==> config.mk <==
export PLATFORM = sky130hd
export DESIGN_NAME = msi_vector_run_allocator_core
export DESIGN_NICKNAME = d
export VERILOG_FILES = /design/src/rtl/core/msiva_pkg.sv /design/src/rtl/core/msiva_ram.sv /design/src/rtl/core/msiva_run_scan.sv /design/src/rtl/core/msi_vector_run_allocator_core.sv
export SDC_FILE = /design/constraint.sdc
export NUM_CORES = 1
export LEC_CHECK = 0
export ABC_CLOCK_PERIOD_IN_PS = 2700
export BUFFER_PORTS_ARGS = -buffer_cell sky130_fd_sc_hd__clkbuf_2
export CAP_MARGIN = 20
export CORE_MARGIN = 2
export CORE_UTILIZATION = 25
export DETAILED_ROUTE_END_ITERATION = 8
export GPL_TIMING_DRIVEN = 0
export PLACE_DENSITY = 0.51
export SLEW_MARGIN = 25
export SYNTH_ARGS = -nofsm -noshare
export SYNTH_HDL_FRONTEND = slang
export SYNTH_SLANG_ARGS = --single-unit
==> constraint.sdc <==
create_clock -name clk -period 2.7 [get_ports clk]
set_clock_uncertainty 0.1 [all_clocks]
set_input_delay 0.405 -clock clk [delete_from_list [all_inputs] [get_ports clk]]
set_output_delay 0.405 -clock clk [all_outputs]
set_load 0.01 [all_outputs]
==> src/rtl/core/msiva_pkg.sv <==
`default_nettype none
package msiva_pkg;

  typedef enum logic [2:0] {
    ST_CLEAR,
    ST_IDLE,
    ST_SCAN,
    ST_MARK,
    ST_RELEASE,
    ST_RESP
  } state_t;

  localparam logic FUNC_ALLOC   = 1'b0;
  localparam logic FUNC_RELEASE = 1'b1;

  localparam logic STATUS_OK   = 1'b0;
  localparam logic STATUS_FAIL = 1'b1;

  localparam int FIELD_W = 6;

  typedef struct packed {
    logic hit;
    logic last;
  } scan_res_t;

endpackage
`default_nettype wire

==> src/rtl/core/msiva_ram.sv <==
`default_nettype none
module msiva_ram #(
  parameter int WIDTH = 1,
  parameter int DEPTH = 64
) (
  input  wire logic                     clk,
  input  wire logic                     we,
  input  wire logic [$clog2(DEPTH)-1:0] waddr,
  input  wire logic [WIDTH-1:0]         wdata,
  input  wire logic [$clog2(DEPTH)-1:0] raddr,
  output logic      [WIDTH-1:0]         rdata
);

  logic [WIDTH-1:0] mem [DEPTH];

  always_ff @(posedge clk) begin
    if (we) begin
      mem[waddr] <= wdata;
    end
    rdata <= mem[raddr];
  end

endmodule
`default_nettype wire

==> src/rtl/core/msiva_run_scan.sv <==
`default_nettype none
module msiva_run_scan #(
  parameter int NUM_VECTORS = 64,
  parameter int CW = $clog2(NUM_VECTORS + 1),
  parameter int LW = (CW > msiva_pkg::FIELD_W) ? CW : msiva_pkg::FIELD_W
) (
  input  wire logic                clk,
  input  wire logic                rst_n,
  input  wire logic                restart,
  input  wire logic                bit_valid,
  input  wire logic                bit_used,
  input  wire logic [LW-1:0]       len,
  output msiva_pkg::scan_res_t     res,
  output logic      [CW-1:0]       run_base
);

  logic [LW-1:0] run_r;
  logic [CW-1:0] start_r;
  logic [CW-1:0] idx_r;
  logic [LW-1:0] run_inc;

  assign run_inc  = run_r + LW'(1);
  assign run_base = start_r;

  always_comb begin
    res.hit  = bit_valid && !bit_used && (run_inc == len);
    res.last = bit_valid && (idx_r == CW'(NUM_VECTORS - 1));
  end

  always_ff @(posedge clk) begin
    if (!rst_n || restart) begin
      run_r   <= '0;
      start_r <= '0;
      idx_r   <= '0;
    end else if (bit_valid) begin
      idx_r <= idx_r + CW'(1);
      if (bit_used) begin
        run_r   <= '0;
        start_r <= idx_r + CW'(1);
      end else begin
        run_r <= run_inc;
      end
    end
  end

endmodule
`default_nettype wire

==> src/rtl/core/msi_vector_run_allocator_core.sv <==
// Release: accept, release state, response state; zero-count allocate: accept, response state.
// Allocate: accept, then one vector mark read per cycle from the single-read-port
// map RAM in the scan state, one mark write per vector marked (count) in the mark state,
// and the response state. One item is in work at a time; a result waits in the output register.
// After reset a clearing pass frees every vector; no item is accepted until it ends.
`default_nettype none
module msi_vector_run_allocator_core #(
  parameter int NUM_VECTORS = 64
) (
  input  wire logic       clk,
  input  wire logic       rst_n,
  input  wire logic       in_valid,
  output logic            in_stall,
  input  wire logic       in_func,
  input  wire logic [5:0] in_count,
  input  wire logic [5:0] in_vector,
  output logic            out_valid,
  input  wire logic       out_stall,
  output logic            out_status,
  output logic      [5:0] out_base_vector
);

  localparam int AW = $clog2(NUM_VECTORS);
  localparam int CW = $clog2(NUM_VECTORS + 1);
  localparam int LW = (CW > msiva_pkg::FIELD_W) ? CW : msiva_pkg::FIELD_W;

  msiva_pkg::state_t state_r, state_nxt;

  logic          func_r;
  logic [5:0]    count_r;
  logic [5:0]    vec_r;
  logic [CW-1:0] clr_r;
  logic [CW-1:0] issue_r;
  logic          rd_valid_r;
  logic [LW-1:0] mark_i_r;
  logic [CW-1:0] base_full_r;
  logic          res_status_r;
  logic [5:0]    res_base_r;
  logic          out_valid_r;
  logic          out_status_r;
  logic [5:0]    out_base_r;

  logic          accept;
  logic          load_out;
  logic          ram_we;
  logic [AW-1:0] ram_waddr;
  logic          ram_wdata;
  logic          ram_rdata;
  logic [LW-1:0] count_lw;
  logic [CW-1:0] mark_sum;
  logic          vec_in_range;
  logic          mark_last;
  logic          issue_ok;

  msiva_pkg::scan_res_t scan_res;
  logic [CW-1:0]        scan_base;

  assign accept       = in_valid && !in_stall;
  assign count_lw     = LW'(count_r);
  assign mark_sum     = base_full_r + CW'(mark_i_r);
  assign mark_last    = (mark_i_r + LW'(1)) == count_lw;
  assign vec_in_range = LW'(vec_r) < LW'(NUM_VECTORS);
  assign issue_ok     = issue_r < CW'(NUM_VECTORS);

  msiva_ram #(
    .WIDTH (1),
    .DEPTH (NUM_VECTORS)
  ) u_map (
    .clk   (clk),
    .we    (ram_we),
    .waddr (ram_waddr),
    .wdata (ram_wdata),
    .raddr (issue_r[AW-1:0]),
    .rdata (ram_rdata)
  );

  msiva_run_scan #(
    .NUM_VECTORS (NUM_VECTORS)
  ) u_scan (
    .clk       (clk),
    .rst_n     (rst_n),
    .restart   (accept),
    .bit_valid (rd_valid_r),
    .bit_used  (ram_rdata),
    .len       (count_lw),
    .res       (scan_res),
    .run_base  (scan_base)
  );

  always_comb begin
    state_nxt = state_r;
    case (state_r)
      msiva_pkg::ST_CLEAR: begin
        if (clr_r == CW'(NUM_VECTORS - 1)) state_nxt = msiva_pkg::ST_IDLE;
      end
      msiva_pkg::ST_IDLE: begin
        if (in_valid) begin
          if (in_func == msiva_pkg::FUNC_RELEASE) state_nxt = msiva_pkg::ST_RELEASE;
          else if (in_count == '0)                state_nxt = msiva_pkg::ST_RESP;
          else                                    state_nxt = msiva_pkg::ST_SCAN;
        end
      end
      msiva_pkg::ST_SCAN: begin
        if (scan_res.hit)       state_nxt = msiva_pkg::ST_MARK;
        else if (scan_res.last) state_nxt = msiva_pkg::ST_RESP;
      end
      msiva_pkg::ST_MARK: begin
        if (mark_last) state_nxt = msiva_pkg::ST_RESP;
      end
      msiva_pkg::ST_RELEASE: state_nxt = msiva_pkg::ST_RESP;
      msiva_pkg::ST_RESP: begin
        if (!out_valid_r || !out_stall) state_nxt = msiva_pkg::ST_IDLE;
      end
      default: state_nxt = msiva_pkg::ST_CLEAR;
    endcase
  end

  always_comb begin
    in_stall  = 1'b1;
    load_out  = 1'b0;
    ram_we    = 1'b0;
    ram_waddr = clr_r[AW-1:0];
    ram_wdata = 1'b0;
    case (state_r)
      msiva_pkg::ST_CLEAR: ram_we = 1'b1;
      msiva_pkg::ST_IDLE:  in_stall = 1'b0;
      msiva_pkg::ST_MARK: begin
        ram_we    = 1'b1;
        ram_waddr = mark_sum[AW-1:0];
        ram_wdata = 1'b1;
      end
      msiva_pkg::ST_RELEASE: begin
        ram_we    = vec_in_range;
        ram_waddr = AW'(vec_r);
      end
      msiva_pkg::ST_RESP: load_out = !out_valid_r || !out_stall;
      default: ;
    endcase
  end

  always_ff @(posedge clk) begin
    if (!rst_n) begin
      state_r     <= msiva_pkg::ST_CLEAR;
      clr_r       <= '0;
      issue_r     <= '0;
      rd_valid_r  <= 1'b0;
      mark_i_r    <= '0;
      out_valid_r <= 1'b0;
    end else begin
      state_r <= state_nxt;
      if (state_r == msiva_pkg::ST_CLEAR) clr_r <= clr_r + CW'(1);
      if (accept) begin
        issue_r    <= '0;
        rd_valid_r <= 1'b0;
        mark_i_r   <= '0;
      end else if (state_r == msiva_pkg::ST_SCAN) begin
        rd_valid_r <= issue_ok && !scan_res.hit && !scan_res.last;
        if (issue_ok) issue_r <= issue_r + CW'(1);
      end else begin
        rd_valid_r <= 1'b0;
      end
      if (state_r == msiva_pkg::ST_MARK) mark_i_r <= mark_i_r + LW'(1);
      if (load_out)       out_valid_r <= 1'b1;
      else if (!out_stall) out_valid_r <= 1'b0;
    end
  end

  always_ff @(posedge clk) begin
    if (accept) begin
      func_r       <= in_func;
      count_r      <= in_count;
      vec_r        <= in_vector;
      res_status_r <= msiva_pkg::STATUS_OK;
      res_base_r   <= '0;
    end
    if (state_r == msiva_pkg::ST_SCAN) begin
      if (scan_res.hit) begin
        base_full_r  <= scan_base;
        res_status_r <= msiva_pkg::STATUS_OK;
        res_base_r   <= 6'(scan_base);
      end else if (scan_res.last) begin
        res_status_r <= msiva_pkg::STATUS_FAIL;
        res_base_r   <= '0;
      end
    end
    if (state_r == msiva_pkg::ST_RELEASE) begin
      res_status_r <= msiva_pkg::STATUS_OK;
      res_base_r   <= vec_r;
    end
    if (load_out) begin
      out_status_r <= res_status_r;
      out_base_r   <= res_base_r;
    end
  end

  assign out_valid       = out_valid_r;
  assign out_status      = out_status_r;
  assign out_base_vector = out_base_r;

  a_no_write_in_scan: assert property (@(posedge clk) disable iff (!rst_n)
    (state_r == msiva_pkg::ST_SCAN) |-> !ram_we)
    else $error("map written during scan");

  a_mark_in_range: assert property (@(posedge clk) disable iff (!rst_n)
    (state_r == msiva_pkg::ST_MARK) |-> (mark_sum < CW'(NUM_VECTORS)))
    else $error("mark address beyond last vector");

  a_mark_is_alloc: assert property (@(posedge clk) disable iff (!rst_n)
    (state_r == msiva_pkg::ST_MARK) |-> (func_r == msiva_pkg::FUNC_ALLOC))
    else $error("marking on a release item");

  a_out_from_resp: assert property (@(posedge clk) disable iff (!rst_n)
    $rose(out_valid_r) |-> ($past(state_r) == msiva_pkg::ST_RESP))
    else $error("result loaded outside response state");

  a_fail_base_zero: assert property (@(posedge clk) disable iff (!rst_n)
    (out_valid_r && out_status_r == msiva_pkg::STATUS_FAIL) |-> (out_base_r == '0))
    else $error("failed allocate with nonzero base");

endmodule
`default_nettype wire
==> Word-level counts from Yosys, hierarchy flattened <==
Memories as Yosys holds them, arrays and structs flattened. A register that Yosys moved wholly into a read port is not among the register bits.
Cells that the tools add are included.
{ "totals": {"wordCells": 95, "out_inout_bits": 9, "register_bits": 78, "mem_count": 1, "in_bits": 17, "ramBits": 64} }
{ "mem_list": {"columns": ["name", "words", "word_bits", "rd", "rd_clocked_by_memory_dff", "wr", "line_no", "source"], "rows": [
  ["u_map.mem", 64, 1, 1, 1, 1, "msiva_ram.sv:14", "logic [WIDTH-1:0] mem [DEPTH];"]
]} }
{ "op_classes": {"n_addsub": 6, "eq_ne": 15, "mux": 30, "bitwise_logic": 2, "magnitude_cmp": 1, "reduce_logical": 24} }
{ "ops": {"columns": ["operator", "count"], "rows": [
  ["$add A7 B1 Y7 const B", 5],
  ["$mux W6", 5],
  ["$mux W3", 8],
  ["$mux W7", 3],
  ["$pmux W3 S6", 1],
  ["$eq A7 B6 Y1", 2],
  ["$eq A7 B6 Y1 const B", 2],
  ["$mux W1", 12],
  ["$pmux W6 S2", 1],
  ["$ne A2 B2 Y1 const B", 4],
  ["$lt A7 B7 Y1 const B", 1],
  ["$add A6 B6 Y6", 1],
  ["$eq A3 B2 Y1 const B", 2],
  ["$eq A3 B3 Y1 const B", 2],
  ["$logic_and A1 B1 Y1", 6],
  ["$logic_not A1 Y1", 6],
  ["$logic_not A6 Y1", 1],
  ["$reduce_and A2 Y1", 3],
  ["$reduce_or A3 Y1", 2],
  ["$reduce_and A5 Y1", 1],
  ["$eq A3 B1 Y1 const B", 1],
  ["$logic_not A3 Y1", 1],
  ["$ne A3 B3 Y1 const B", 1],
  ["$logic_or A1 B1 Y1", 2],
  ["4 further kinds", 5]
]} }

==> Depth between registers and ports, before layout <==
{ "depth": {"ltp_word": 7, "mapped_depth": 11, "ltp_nobuf": 9} }

==> Modules after synthesis <==
Synthesis repeated with hierarchy kept, for this count alone.
{ "unflattened": {"cells_unflattened": 618, "hier_area_um2": 6856.6} }
{ "by_module_without_submodules": {"columns": ["module", "area_each_um2", "cells_each", "instances", "seq_area_each_um2"], "rows": [
  ["msiva_ram", 2914.0, 204, 1, 1941.9],
  ["msi_vector_run_allocator_core", 2810.2, 274, 1, 1411.4],
  ["msiva_run_scan", 1132.3, 140, 1, 420.4]
]} }

==> Worst setup path after synthesis <==
No wires, ideal clock.
{ "synth_path": {"path_type": "register -> register", "start": "register mark_i_r[0]", "end": "memory u_map.mem[15] (enable)", "required_ns": 2.293, "t_arrival_ns": 2.193, "setup_time_ns": 0.307, "stages_incl_launch_ff": 12, "n_path_buf": 2, "period_less_slack_ns": 2.600, "setup_slack_ns": 0.100, "path_cell_list": "dfxtp_1 -> ha_1 -> inv_1 -> fa_1 -> nor2b_1 -> o21ai_0 -> a21boi_0 -> o31ai_1 -> or2_1 -> buf_6 -> buf_6 -> nor3_2"} }
{ "synth_via": {"elab_chain_cells": 2} }
{ "synth_lines": {"columns": ["item", "line_no", "source"], "rows": [
  ["from (decl)", "msi_vector_run_allocator_core.sv:35", "logic [LW-1:0] mark_i_r;"],
  ["from (signal assigned)", "msi_vector_run_allocator_core.sv:162", "if (state_r == msiva_pkg::ST_MARK) mark_i_r <= mark_i_r + LW'(1);"],
  ["$add A6 B6 Y6", "msi_vector_run_allocator_core.sv:60", "assign mark_sum = base_full_r + CW'(mark_i_r);"],
  ["$pmux W6 S2", "msi_vector_run_allocator_core.sv:124", "case (state_r)"],
  ["to (decl)", "msiva_ram.sv:14", null]
]} }
Every way passes these cells.

==> Worst setup path after layout <==
{ "layout_path": {"start": "register mark_i_r[0]", "end": "memory u_map.mem[62] (enable)"} }
Same word-level chain as after synthesis.

==> impl_metrics.ini <==
[layout]
area_growth_syn_to_layout_pct = 23.50
layout.nets = 678
antenna_cells_inserted = 0
post_route_cells_drive_above_1_share = 0.2715
layoutNonFillerInstCount = 1004

[drt]
detail_route.wirelength_um = 17070
viasPerCell = 4.823
wl_met2_um = 7936
drt_iter0_markers = 299
top_layer = met4
drc_errors = 0
detail_route.first_pass.iterations = 5
final_antenna_net_count = 0
wire_per_inst_um = 17.00
vias = 4842
m1WireLength_um = 8390
met3_wirelength_um = 516

[synth]
yosys_register_bits = 143
synth_common_cells = edfxtp_1 (89), nor3_1 (63), dfxtp_1 (54), nor2_1 (41), nand2_1 (39)
syn-instance-count = 596
synth-compound-area-share = 0.09515
synth-async-reset-ratio = 0
synth_adder_area_share = 0.02114
yosysMostFrequentCell = edfxtp_1
post_synth_main_area_contributors = edfxtp_1 (39%), dfxtp_1 (16%), mux4_2 (6.6%)
yosysTopAreaCellShare = 0.3894
synth_simple_gate_area_share = 0.1797
mux_share_of_post_synthesis_cell_area = 0.07638
synth.avg_cell_area_um2 = 11.52
synth_largest_area_cell = edfxtp_1
post_synth_xor_area_fraction = 0.04976
synth-seq-area-share = 0.5468
ys.flop_type = edfxtp_1
dominant_combinational_cell_family_by_area_after_synthesis = simple AND/OR/NAND/NOR gates
mappedNetlistNets = 624
ys_types = 60
synthesis_warning_total = 0
synth_edf_count = 89
syn_area_um2 = 6864

[clock_network]
cts_buffers = 17
cts-root-buf = clkbuf_16
clock_insertion_delay_worst_skew_ns = 0.42
h-tree-depth = 4
cts_hold_buf = 0
clk_pin_slew_ns = 0.06
cts_tree = done
clock_tree.buffer_depth = 2
clkSinkCount = 143

[setup_path]
critical_path.startpoint_type = register
rr_worst_depth = 9
cp.required_ns = 2.71
crit_path_dat_ns = 2.70
crit_type = reg -> reg
crit_path_end_kind = register
worstPathMaxFanout = 8
worstReg2RegStart = mark_i_r[0]
startpoint = mark_i_r[0]

[power_and_ir_drop]
netSwitchingPower_uw = 1395
ir_drop_uv = 366.8
clkPwrFrac = 0.438
internal-power_uw = 4168
swShare = 0.2507
power_frac_comb = 0.112
power-per-cell-area_nw_per_um2 = 656.2
total_power_uw = 5563
static-leakage-power_uw = 0.002957
seq_power_share = 0.451

[place]
dpl.cell_count = 962
detailedPlacementHpwl_um = 11530
buffer_ports.inserted = 25
gp_routability_congestion = 0.7884

[global_route]
initial_antenna_violation_count = 0
number_of_global_route_vias_before_repair = 4798
global_route_wire_length_before_repair_um = 27230
pin_count_of_the_biggest_net_entering_global_routing = 74
global_route_usage_over_all_layers = 0.1234
global_route_overflow = 0

[floorplanning]
die-area_um2 = 28800
io-pin-count = 26
initial_core_util = 0.2547
die_w_um = 169.7
placeableCoreArea_um2 = 26950
placement_rows = 60
floorplan.die.height_um = 169.7

[timing]
final-hold-violation-count = 0
max_freq_mhz = 372.9
worst_pin_slew_ns = 0.8283
final-max-slew-violation-count = 0
final.period_utilization = 0.9932
slew-limit-headroom = 0.4427
layout_min_cycle_time_ns = 2.682
finalSetupViolCount = 0
grt_setup_unrepaired = true

[min_path]
hold_path_startpoint = in_vector[3]
holdPathStages = 1
worst_hold_path_type = in -> reg

[flow_run]
cap_viol_max_count = 0

[outcome]
run_status = completed
cells by family after synthesis:
group,after synthesis
AND/OR/NAND/NOR,232
flip-flops,143
AO/OA/AOI/OAI,100
buffers and inverters,44
XOR/XNOR,39
multiplexers,27
adder cells (fa/ha/maj),11
power groups by stage:
stage	logic, µW	registers, µW	clock network [µW]
finish	622	2510	2430
global route	685	2520	2560
CTS	530	2510	2460
detailed placement	503	2560	0
global placement	499	2550	0
floorplan	344	2520	0
critical path, cell delays in order (launching register included):
cell and delay (ns):
dfxtp_4 0.37, ha_2 0.19, inv_2 0.04, fa_2 0.38, xnor2_1 0.17, nand2_1 0.09, and3_1 0.26, nor2_1 0.25
nand2_2 0.26, nor3_1 0.26
registers in the layout, summed over array words and instances, names as in the netlist, 7 cells and up:
| signal | count |
|---|---|
| u_map.mem | 64 |
| issue_r | 7 |
| clr_r | 7 |
| mark_i_r | 7 |
| u_scan.run_r | 7 |
| u_scan.idx_r | 7 |
final cells by class:
type | instances | area, µm²
fill | 2713 | 18470
sequential | 143 | 3760
multi-input combinational | 409 | 3196
clock buffer | 28 | 539.3
tap | 341 | 426.7
buffer | 33 | 226.5
timing repair buffer | 35 | 212.7
clock inverter | 4 | 71.32
inverter | 11 | 45.04
worst paths after layout:
check | end | slack [ns]
max | u_map.mem[62] | 0.02
min | vec_r[3] | 0.06
max reg2reg | u_map.mem[62] | 0.02
min reg2reg | out_base_vector[5] | 0.33
per-layer routing:
layer,vias to the layer above,GRT usage
met4,0,0.03605
li1,2345,-
met3,14,0.02402
met1,2399,0.1734
met2,84,0.1931
met5,-,0
placed cells by master (no fill, tap or decap), types with 19 or more instances in the layout:
cell type	count
dfxtp_1	51
mux4_2	20
o21ai_0	30
nor3_1	39
clkbuf_2	27
nand2_1	34
nor2_1	40
edfxtp_1	89
nor3_2	25
xnor2_1	22
clkbuf_16	19
a21oi_1	19
what timing repair did:
| item | in CTS | in global routing |
|---|---|---|
| pin swaps | 3 | 13 |
| gates resized for setup | 28 | 73 |
| buffers inserted | 4 | 6 |
| endpoints found under the setup margin | 65 | 72 |
| hold endpoints to repair | 0 | 0 |
per-stage QoR:
step | hold slack, ns | utilization | setup TNS [ns] | setup WS (ns) | instance area [µm²]
detailed placement | 0.3206 | 0.2753 | -16.83 | -0.4181 | 7418
CTS | 0.04575 | 0.3029 | -0.5111 | -0.07087 | 8163
global route | 0.04410 | 0.3145 | -0.6003 | -0.09841 | 8477
floorplan | 0.3081 | - | 0 | 0.09995 | 6864
global placement | 0.3209 | 0.2752 | -30.25 | -0.8347 | 7416
finish | 0.06175 | 0.3145 | 0 | 0.01843 | 8477
No activity file was read; power rests on OpenSTA's default activity.
